`config.mk`:
```
export PLATFORM = sky130hd
export DESIGN_NAME = floor_span_extractor_core
export DESIGN_NICKNAME = d
export VERILOG_FILES = /design/src/hw/rtl/fsp_pkg.sv /design/src/hw/rtl/fsp_ctrl.sv /design/src/hw/rtl/fsp_datapath.sv /design/src/hw/rtl/floor_span_extractor_core.sv
export SDC_FILE = /design/constraint.sdc
export NUM_CORES = 1
export LEC_CHECK = 0
export BUFFER_PORTS_ARGS = -buffer_cell sky130_fd_sc_hd__buf_4
export CAP_MARGIN = 0
export CORE_UTILIZATION = 65
export CTS_BUF_LIST = sky130_fd_sc_hd__clkbuf_4
export DETAILED_ROUTE_END_ITERATION = 10
export HOLD_SLACK_MARGIN = 0.15
export PLACE_DENSITY_LB_ADDON = 0.2
export SLEW_MARGIN = 20
export SYNTH_ARGS = -nofsm -noshare
export SYNTH_HDL_FRONTEND = slang
export SYNTH_SLANG_ARGS = --single-unit
export TNS_END_PERCENT = 1
```
`constraint.sdc`:
```
create_clock -name clk -period 6.2 [get_ports clk]
set_input_delay 0.62 -clock clk [delete_from_list [all_inputs] [get_ports clk]]
set_output_delay 0.62 -clock clk [all_outputs]
set_load 0.005 [all_outputs]
```
`src/hw/rtl/fsp_pkg.sv`:
```
package fsp_pkg;

  localparam int WH_W      = 16;
  localparam int COL_W     = 10;
  localparam int ROW_W     = 6;
  localparam int LVL_W     = 7;
  localparam int ROW_SHIFT = 3;

  localparam int DEF_MAX_HALF_HEIGHT = 64;
  localparam int DEF_MAX_COLUMNS     = 1024;

  localparam logic [LVL_W-1:0] HALF_HEIGHT_RESET = LVL_W'(64);

  typedef enum logic [3:0] {
    ST_IDLE   = 4'b0001,
    ST_SHRINK = 4'b0010,
    ST_READ   = 4'b0100,
    ST_SHOW   = 4'b1000
  } state_t;

  typedef struct packed {
    logic accept;  // latch the incoming request
    logic shrink;  // open one more row below the open level
    logic read;    // read the row store and load the span registers
  } cmd_t;

  typedef struct packed {
    logic shrink_in;    // incoming wall is below the open level
    logic emit_in;      // incoming request closes at least one span
    logic shrink_done;  // this shrink step reaches the wall row
    logic more;         // spans remain for the current request
  } status_t;

endpackage

```
`src/hw/rtl/fsp_ctrl.sv`:
```
module fsp_ctrl (
  input  logic            clk,
  input  logic            rst,
  input  logic            in_valid,
  input  logic            out_stall,
  input  fsp_pkg::status_t status,
  output fsp_pkg::cmd_t    cmd,
  output logic            in_stall,
  output logic            out_valid
);
  import fsp_pkg::*;

  state_t state;
  state_t state_next;

  always_ff @(posedge clk) begin
    if (rst) begin
      state <= ST_IDLE;
    end else begin
      state <= state_next;
    end
  end

  always_comb begin
    state_next = state;
    cmd        = '0;
    unique case (state)
      ST_IDLE: begin
        if (in_valid) begin
          cmd.accept = 1'b1;
          if (status.shrink_in) begin
            state_next = ST_SHRINK;
          end else if (status.emit_in) begin
            state_next = ST_READ;
          end
        end
      end
      ST_SHRINK: begin
        cmd.shrink = 1'b1;
        if (status.shrink_done) begin
          // a flush on the last column may follow the shrink
          state_next = status.more ? ST_READ : ST_IDLE;
        end
      end
      ST_READ: begin
        cmd.read   = 1'b1;
        state_next = ST_SHOW;
      end
      ST_SHOW: begin
        if (!out_stall) begin
          state_next = status.more ? ST_READ : ST_IDLE;
        end
      end
      default: begin
        state_next = ST_IDLE;
      end
    endcase
  end

  assign in_stall  = (state != ST_IDLE);
  assign out_valid = (state == ST_SHOW);

endmodule

```
`src/hw/rtl/fsp_datapath.sv`:
```
module fsp_datapath #(
  parameter int MAX_HALF_HEIGHT = fsp_pkg::DEF_MAX_HALF_HEIGHT,
  parameter int MAX_COLUMNS     = fsp_pkg::DEF_MAX_COLUMNS
) (
  input  logic                      clk,
  input  logic                      rst,
  input  logic                      cfg_we,
  input  logic [fsp_pkg::LVL_W-1:0] cfg_wdata,
  input  logic [fsp_pkg::WH_W-1:0]  wall_height,
  input  logic [fsp_pkg::COL_W-1:0] column,
  input  logic                      last_column,
  input  fsp_pkg::cmd_t             cmd,
  output fsp_pkg::status_t          status,
  output logic [fsp_pkg::COL_W-1:0] span_first_column,
  output logic [fsp_pkg::COL_W-1:0] span_last_column,
  output logic [fsp_pkg::ROW_W-1:0] span_row,
  output logic                      last_of_run
);
  import fsp_pkg::*;

  localparam int ADDR_W = (MAX_HALF_HEIGHT > 1) ? $clog2(MAX_HALF_HEIGHT) : 1;
  localparam logic [LVL_W-1:0] MAX_LVL  = LVL_W'(MAX_HALF_HEIGHT);
  localparam logic [COL_W-1:0] WRAP_COL = COL_W'(MAX_COLUMNS - 1);
  localparam int HROW_W = WH_W - ROW_SHIFT;

  logic [LVL_W-1:0] half_height;
  logic [LVL_W-1:0] open_level;
  logic [LVL_W-1:0] open_level_next;
  logic [LVL_W-1:0] cap;
  logic [LVL_W-1:0] stop;
  logic [COL_W-1:0] col;
  logic [COL_W-1:0] prev_col;

  logic [COL_W-1:0] row_start [MAX_HALF_HEIGHT];

  logic [LVL_W-1:0]  hh;
  logic [LVL_W-1:0]  hh_cfg;
  logic [HROW_W-1:0] h_full;
  logic [LVL_W-1:0]  h_sat;
  logic [LVL_W-1:0]  cap_in;
  logic [LVL_W-1:0]  stop_in;
  logic [LVL_W-1:0]  level_dec;
  logic [LVL_W-1:0]  level_inc;

  assign hh     = (half_height > MAX_LVL) ? MAX_LVL : half_height;
  assign hh_cfg = (cfg_wdata > MAX_LVL) ? MAX_LVL : cfg_wdata;

  // rows above 127 behave the same as 127: the open level never exceeds MAX_HALF_HEIGHT
  assign h_full = wall_height[WH_W-1:ROW_SHIFT];
  assign h_sat  = (|h_full[HROW_W-1:LVL_W]) ? {LVL_W{1'b1}} : h_full[LVL_W-1:0];

  // rows below cap close at the previous column, the rest at this column
  assign cap_in  = (h_sat > open_level) ? ((h_sat < hh) ? h_sat : hh) : h_sat;
  assign stop_in = last_column ? hh : cap_in;

  assign level_dec = open_level - LVL_W'(1);
  assign level_inc = open_level + LVL_W'(1);

  assign status.shrink_in   = (h_sat < open_level);
  assign status.emit_in     = (stop_in > open_level);
  assign status.shrink_done = (level_dec == cap);
  assign status.more        = cmd.shrink ? (stop > cap) : (stop > open_level);

  always_comb begin
    open_level_next = open_level;
    if (cfg_we) begin
      open_level_next = hh_cfg;
    end else if (cmd.shrink) begin
      open_level_next = level_dec;
    end else if (cmd.read) begin
      open_level_next = level_inc;
    end
  end

  always_ff @(posedge clk) begin
    if (rst) begin
      half_height <= HALF_HEIGHT_RESET;
      open_level  <= (HALF_HEIGHT_RESET > MAX_LVL) ? MAX_LVL : HALF_HEIGHT_RESET;
    end else begin
      if (cfg_we) begin
        half_height <= cfg_wdata;
      end
      open_level <= open_level_next;
    end
  end

  always_ff @(posedge clk) begin
    if (cmd.accept) begin
      col      <= column;
      prev_col <= (column == '0) ? WRAP_COL : column - COL_W'(1);
      cap      <= cap_in;
      stop     <= stop_in;
    end
  end

  always_ff @(posedge clk) begin
    if (cmd.shrink) begin
      row_start[level_dec[ADDR_W-1:0]] <= col;
    end
    if (cmd.read) begin
      span_first_column <= row_start[open_level[ADDR_W-1:0]];
    end
  end

  always_ff @(posedge clk) begin
    if (cmd.read) begin
      span_last_column <= (open_level < cap) ? prev_col : col;
      span_row         <= open_level[ROW_W-1:0];
      last_of_run      <= (level_inc == stop);
    end
  end

endmodule

```
`src/hw/rtl/floor_span_extractor_core.sv`:
```
// Floor span extractor.
// Input channel (in_valid / in_stall): one screen column per request, with
// its raw wall height, its column index and a flag on the last column.
// Output channel (out_valid / out_stall): floor spans, each with first and
// last column and row; last_of_run marks the final span of a request.
// cfg_we / cfg_wdata write the half height (rows in use); this also starts
// a new frame. Write only while the block is idle.
// Sequence: a request is taken in the idle state. Each row opened by a falling
// wall then costs a shrink step (one row store write per cycle). Each span
// costs a row store read, then a show state that holds until out_stall is
// low; the first span is shown after the rows it opens and that read.
// One request is in flight at a time; in_stall stays high until its last
// span has been taken. A stalled span holds on the outputs.
// Reset (rst, synchronous): half height 64, open level 64 (capped at
// MAX_HALF_HEIGHT), idle. The row store is not cleared; rows are written before they are read.
module floor_span_extractor_core #(
  parameter int MAX_HALF_HEIGHT = fsp_pkg::DEF_MAX_HALF_HEIGHT,
  parameter int MAX_COLUMNS     = fsp_pkg::DEF_MAX_COLUMNS
) (
  input  logic                      clk,
  input  logic                      rst,
  input  logic                      cfg_we,
  input  logic [fsp_pkg::LVL_W-1:0] cfg_wdata,
  input  logic                      in_valid,
  output logic                      in_stall,
  input  logic [fsp_pkg::WH_W-1:0]  wall_height,
  input  logic [fsp_pkg::COL_W-1:0] column,
  input  logic                      last_column,
  output logic                      out_valid,
  input  logic                      out_stall,
  output logic [fsp_pkg::COL_W-1:0] span_first_column,
  output logic [fsp_pkg::COL_W-1:0] span_last_column,
  output logic [fsp_pkg::ROW_W-1:0] span_row,
  output logic                      last_of_run
);
  import fsp_pkg::*;

  cmd_t    cmd;
  status_t status;

  fsp_ctrl u_ctrl (
    .clk       (clk),
    .rst       (rst),
    .in_valid  (in_valid),
    .out_stall (out_stall),
    .status    (status),
    .cmd       (cmd),
    .in_stall  (in_stall),
    .out_valid (out_valid)
  );

  fsp_datapath #(
    .MAX_HALF_HEIGHT (MAX_HALF_HEIGHT),
    .MAX_COLUMNS     (MAX_COLUMNS)
  ) u_datapath (
    .clk               (clk),
    .rst               (rst),
    .cfg_we            (cfg_we),
    .cfg_wdata         (cfg_wdata),
    .wall_height       (wall_height),
    .column            (column),
    .last_column       (last_column),
    .cmd               (cmd),
    .status            (status),
    .span_first_column (span_first_column),
    .span_last_column  (span_last_column),
    .span_row          (span_row),
    .last_of_run       (last_of_run)
  );

endmodule

```
# Yosys cells after proc, flatten, opt, wreduce, memory -nomap -nowiden
# Memories as Yosys holds them, arrays and structs flattened. A register that Yosys moved wholly into a read port is not among the register bits.
# Index checks and enable logic that the tools add are counted.
# Widths: inputs -> output; s select.
dict set report totals {
  register_bits 69
  memories 1
  input_bits 39
  word_cells 62
  mem_bits_rw 640
  output_inout_bits 29
}
dict set report classes {
  n_addsub 3
  n_eq_ne 11
  n_reduce_logical 4
  order_cmp 9
  n_mux 24
}
# name words word_bits read_ports rd_ports_with_merged_regs wr line_no
set memory_table {}
lappend memory_table {u_datapath.row_start 64 10 1 1 1 fsp_datapath.sv:34} ;# logic [COL_W-1:0] row_start [MAX_HALF_HEIGHT];
# cell n
set op_table {}
lappend op_table {{$mux 7} 9}
lappend op_table {{$gt 7x7->1} 4}
lappend op_table {{$lt 7x7->1} 3}
lappend op_table {{$mux 4} 5}
lappend op_table {{$pmux 4 s4} 1}
lappend op_table {{$eq 7x7->1} 2}
lappend op_table {{$gt 7x7->1 const B} 2}
lappend op_table {{$logic_not 10->1} 1}
lappend op_table {{$mux 10} 1}
lappend op_table {{$sub 10x1->10 const B} 1}
lappend op_table {{$add 7x1->7 const B} 1}
lappend op_table {{$mux 1} 7}
lappend op_table {{$sub 7x1->7 const B} 1}
lappend op_table {{$ne 2x2->1 const B} 3}
lappend op_table {{$reduce_or 6->1} 1}
lappend op_table {{$eq 4x1->1 const B} 1}
lappend op_table {{$eq 4x2->1 const B} 1}
lappend op_table {{$eq 4x3->1 const B} 1}
lappend op_table {{$eq 4x4->1 const B} 1}
lappend op_table {{$ne 4x1->1 const B} 1}
lappend op_table {{$reduce_and 4->1} 1}
lappend op_table {{$mux 3} 1}
lappend op_table {{$ne 3x3->1 const B} 1}
lappend op_table {{$reduce_bool 3->1} 1}

# Depth between registers and ports, before layout
dict set report logic_depth {
  depth_word 11
  ltp_mapped 19
  mapped_depth_nobuf 18
}

# By module
# A second synthesis with hierarchy kept.
dict set report unflattened {
  cells_unflattened 1517
  area_unflattened_um2 29230.5
}
# mod area_each_um2 cells_per_inst n_inst
set by_module_without_submodules {}
lappend by_module_without_submodules {fsp_datapath 28925.2 1486 1}
lappend by_module_without_submodules {fsp_ctrl 305.3 31 1}

# Worst setup path after synthesis
# OpenSTA, ideal clock, no wires.
dict set report synth_timing {
  path_kind {reg2reg}
  startpoint {register u_datapath.open_level[1]}
  endpoint {register u_ctrl.state[0]}
  slack_ns 1.762
  t_arrival_ns 4.322
  n_path_buf 4
  setup_ns 0.116
  stages_incl_launch_ff 19
  required_ns 6.084
  path_cell_list {dfxtp_1 > clkbuf_1 > buf_2 > buf_2 > buf_2 > inv_1 > ha_1 > nor2b_1 > o21a_1 > o211ai_1 > nand2_1 > a31oi_2 > mux2_2 > ha_1 > nand3_1 > a21oi_1 > o22ai_1 > a31o_2 > a41o_1}
}
dict set report synth_between {
  elab_chain_cells 6
  word_cells_on_any_way 18
}
# element line_no
set synth_rtl {}
lappend synth_rtl {{start: declaration} fsp_datapath.sv:27} ;# logic [LVL_W-1:0] open_level;
lappend synth_rtl {{start signal: assignment} fsp_datapath.sv:78} ;# open_level <= (HALF_HEIGHT_RESET > MAX_LVL) ? MAX_LVL : HALF_HEIGHT_RESET;
lappend synth_rtl {{start signal: assignment} fsp_datapath.sv:83} ;# open_level <= open_level_next;
lappend synth_rtl {{$gt 7x7->1} fsp_datapath.sv:53} ;# assign cap_in = (h_sat > open_level) ? ((h_sat < hh) ? h_sat : hh) : h_sat;
lappend synth_rtl {{$mux 7} fsp_datapath.sv:53}
lappend synth_rtl {{$mux 7} fsp_datapath.sv:54} ;# assign stop_in = last_column ? hh : cap_in;
lappend synth_rtl {{net u_datapath.stop_in[6]} fsp_datapath.sv:41} ;# logic [LVL_W-1:0] stop_in;
lappend synth_rtl {{$gt 7x7->1} fsp_datapath.sv:60} ;# assign status.emit_in = (stop_in > open_level);
lappend synth_rtl {{$ne 3x3->1 (no source line)} -}
lappend synth_rtl {{$reduce_and 4->1 (no source line)} -}
lappend synth_rtl {{end signal: assignment} fsp_ctrl.sv:20} ;# state <= state_next;
lappend synth_rtl {{end: declaration} fsp_ctrl.sv:13} ;# state_t state;
# The timed path passes the listed nets, and every way through them passes these cells. The select of a mux whose other input is x is not followed.
# A chain may end at the register's enable or synchronous reset.

# Worst setup path after layout
dict set report layout_timing {
  startpoint {register u_datapath.open_level[1]}
  endpoint {register u_ctrl.state[1]}
}
# Same word-level chain as after synthesis.

==> summary.md <==
| Metric | Value |
|---|---|
| Final period util | `71.35%` |
| Primary FF master, synth | `edfxtp_1` |
| Avg WL per Cell | `26.49 um` |
| PortBufs | `64` |
| Pint | `8.241 mW` |
| Worst path arrival time | `5.35 ns` |
| Vias | `15,490` |
| Slew of the pin with the lowest slew margin | `1.184 ns` |
| Crit path from | `u_datapath.open_level[1]$_SDFFE_PP0P_` |
| Clk_skew | `0.04350 ns` |
| Largest net degree at the start of global routing | `66` |
| Sequential element share of the synthesized area | `73.50%` |
| Top post-synthesis cells by area | `edfxtp_1 (72%), mux4_2 (15%), ha_1 (1.9%)` |
| Clock tree root buffer cell | `clkbuf_4` |
| Flops & latches, synth | `719` |
| Ratio of cells with drive above 1 in the final layout | `32.57%` |
| TritonCTS Buffers | `172` |
| MaxCap Viol Count | `0` |
| Hold_buf cts | `42` |
| Synth Area per Inst | `20.20 sq um` |
| Std cell rows | `77` |
| CP dominant cell by count | `ha_1` |
| RSZ-0062 raised after global routing | `no` |
| Startpoint Class | `flip-flop` |
| CTS tree | `done` |
| Post-synth EDFFs | `701` |
| CP cell instances | `inv_1 -> ha_1 -> nor2b_1 -> o21a_1 -> o211ai_1 -> nand2_1 -> a31oi_2 -> mux2_2 -> ha_1 -> nand3_1 -> a21oi_1 -> o22ai_1 -> a31o_2 -> a211oi_1` |
| Family with the most delay on the worst path | `compound AO/OA/AOI/OAI gates` |
| Cell taking the most area after synthesis | `edfxtp_1` |
| Final Critical Period | `4.424 ns` |
| Vias/cell | `6.373` |
| Setup TNS | `0 ns` |
| Reg2Reg Launch Point | `u_datapath.open_level[1]$_SDFFE_PP0P_` |
| Clock Path Buffers | `3` |
| Crit path kind | `flip-flop to flip-flop` |
| Die Wd | `213.7 um` |
| Slew margin rel. | `20.76%` |
| GRT Util Overall | `29.79%` |
| Comb pwr share | `10.7%` |
| Synth warnings | `0` |
| Post-synth ARST share | `0%` |
| HPWL after DPL | `38.08 mm` |
| Sink Count | `719` |
| Chip Height | `213.7 um` |
| Fin. max-slew vios | `0` |
| Worst-Skew Late Latency | `1.02 ns` |
| Hold path start | `column[7]` |
| Vias in the first global route | `15,520` |
| Worst min-delay path category | `primary input to flip-flop` |
| Final Wtd Congestion | `0.9017` |
| Seq pwr share | `52.8%` |
| Final Routed Wirelength | `64.36 mm` |
| Hold_ws | `0.3582 ns` |
| Drt first-iter violations | `1,824` |
| Resized Gates After CTS | `0` |
| Worst EP required | `7.12 ns` |
| Crit path max-delay cell type | `dfxtp_4` |
| Clock Power Share | `36.5%` |
| Mapped cell area | `29,130 sq um` |
| Ports | `68` |
| Final #Nets | `1,783` |
| Synth cell types | `67` |
| Global-route wire length before repair | `95.70 mm` |
| Switching share of power | `24.22%` |
| P_leak | `10.74 nW` |
| Area Overhead vs Synth | `13.75%` |
| Postcts setup bufs | `0` |
| Share of the synthesized area in the top cell type | `72.26%` |
| DRC viols | `0` |
| Peak supply drop | `0.3168 mV` |
| Most frequent cells in the layout | `edfxtp_1 (701), clkbuf_4 (243), mux4_2 (196)` |
| Psw | `2.634 mW` |
| Count of final setup violators | `0` |
| GRT overflow | `0` |
| Initial antenna violation count | `2` |
| First drt pass iteration count | `6` |
| Final Hold Vio Count | `0` |
| Status | `finished clean` |
| FILL cells | `2,495` |
| Routed Antenna Nets | `0` |
| Max stage delay on crit path | `0.76 ns` |
| Worst Setup End Kind | `flip-flop` |
| Max H-tree Level | `4` |
| Commonest non-fill, non-tap cell in the layout | `edfxtp_1` |
| Core area | `44,220 sq um` |
| Clock-pin slew on the worst setup and hold paths | `0.07 ns` |
| PD cells | `328.2 nW/um^2` |
| Post-Synthesis Cells | `1,442` |
| Max FO, Critical Path | `44` |
| Syn_nets | `1,525` |
| CP Buf/Inv Count | `1` |
| Max Fclk | `226.1 MHz` |
| Initial Utilization | `65.88%` |
| Die area | `45,670 sq um` |
-- layout make-up --
cell class | count | area (sq um) | area share, %
diodes | 5 | 12.51 | 0.03776
multi-input cells | 635 | 7365 | 22.22
flip-flops and latches | 719 | 21420 | 64.64
clock buffers | 243 | 1824 | 5.505
clock inverters | 64 | 480.5 | 1.450
repair buffers | 145 | 1194 | 3.602
inverters | 27 | 101.3 | 0.3058
well taps | 592 | 740.7 | 2.235
-- cells by family (layout without fill, tap and decap cells) --
kind of cell,Yosys count,after routing,share of synthesized area (%)
other,0,5,0
AND/OR/NAND/NOR,228,228,3.608
adder cells (fa/ha/maj),44,44,1.890
multiplexers,228,228,16.31
buffers and inverters,88,479,1.314
AO/OA/AOI/OAI,110,110,2.633
flip-flops,719,719,73.50
XOR/XNOR,25,25,0.7516
-- worst paths after layout --
path              depth (start not counted)                                to  slack [ns]
hold / removal                            2       u_datapath.col[7]$_DFFE_PP_        0.36
setup / recovery                         14      u_ctrl.state[1]$_SDFFE_PP0P_        1.78
hold reg to reg                           0  u_datapath.span_row[2]$_DFFE_PP_        0.47
setup reg to reg                         14      u_ctrl.state[1]$_SDFFE_PP0P_        1.78
-- power by group through the flow --
stage / Sequential [mW] / Combinational [mW] / Clock [mW]
after global routing: 5.75 / 1.25 / 4.31
after CTS: 5.74 / 1.16 / 4.04
final: 5.75 / 1.16 / 3.97
after detailed placement: 5.85 / 1.13 / 0
after global placement: 5.85 / 1.09 / 0
after floorplan: 5.96 / 0.596 / 0
-- sequential cells by signal, indices dropped and copies added (netlist names) --
signal / flops
u_datapath.row_start: 640
u_datapath.stop: 7
u_datapath.span_row: 6
u_ctrl.state: 4
u_datapath.col: 10
u_datapath.cap: 7
u_datapath.span_last_column: 10
u_datapath.open_level: 7
u_datapath.span_first_column: 10
u_datapath.half_height: 7
u_datapath.last_of_run: 1
u_datapath.prev_col: 10
-- routing by layer --
metal	wire length, um	up-vias	global-route usage, %
met5	0	-	0
met4	1464	0	9.877
met3	6047	97	7.865
met2	31720	844	46.09
met1	25130	7915	42.07
li1	-	6630	-
-- Yosys cell counts (18+ instances only) --
cell type / instances
edfxtp_1: 701
mux4_2: 196
nor2_1: 110
ha_1: 44
nand2_1: 41
buf_2: 27
clkbuf_1: 23
inv_1: 23
xnor2_1: 20
mux2i_1: 19
nand3_1: 19
o21ai_0: 19
o22ai_1: 19
dfxtp_1: 18
-- stage by stage --
| step | instances | total power, mW | setup slack, ns | cell area, sq um | utilization [%] |
|---|---|---|---|---|---|
| 6_report | 2430 | 10.87 | 1.776 | 33140 | 74.93 |
| 3_5_place_dp | 2076 | 6.980 | 1.220 | 30380 | 68.70 |
| 2_1_floorplan | 1442 | 6.552 | 1.762 | 29130 | - |
| 3_3_place_gp | 2076 | 6.932 | 1.333 | 30380 | 68.70 |
| 5_1_grt | 2430 | 11.31 | 1.481 | 33140 | 74.93 |
| 4_1_cts | 2425 | 10.95 | 1.763 | 33100 | 74.86 |
(Power assumes the default switching activity.)
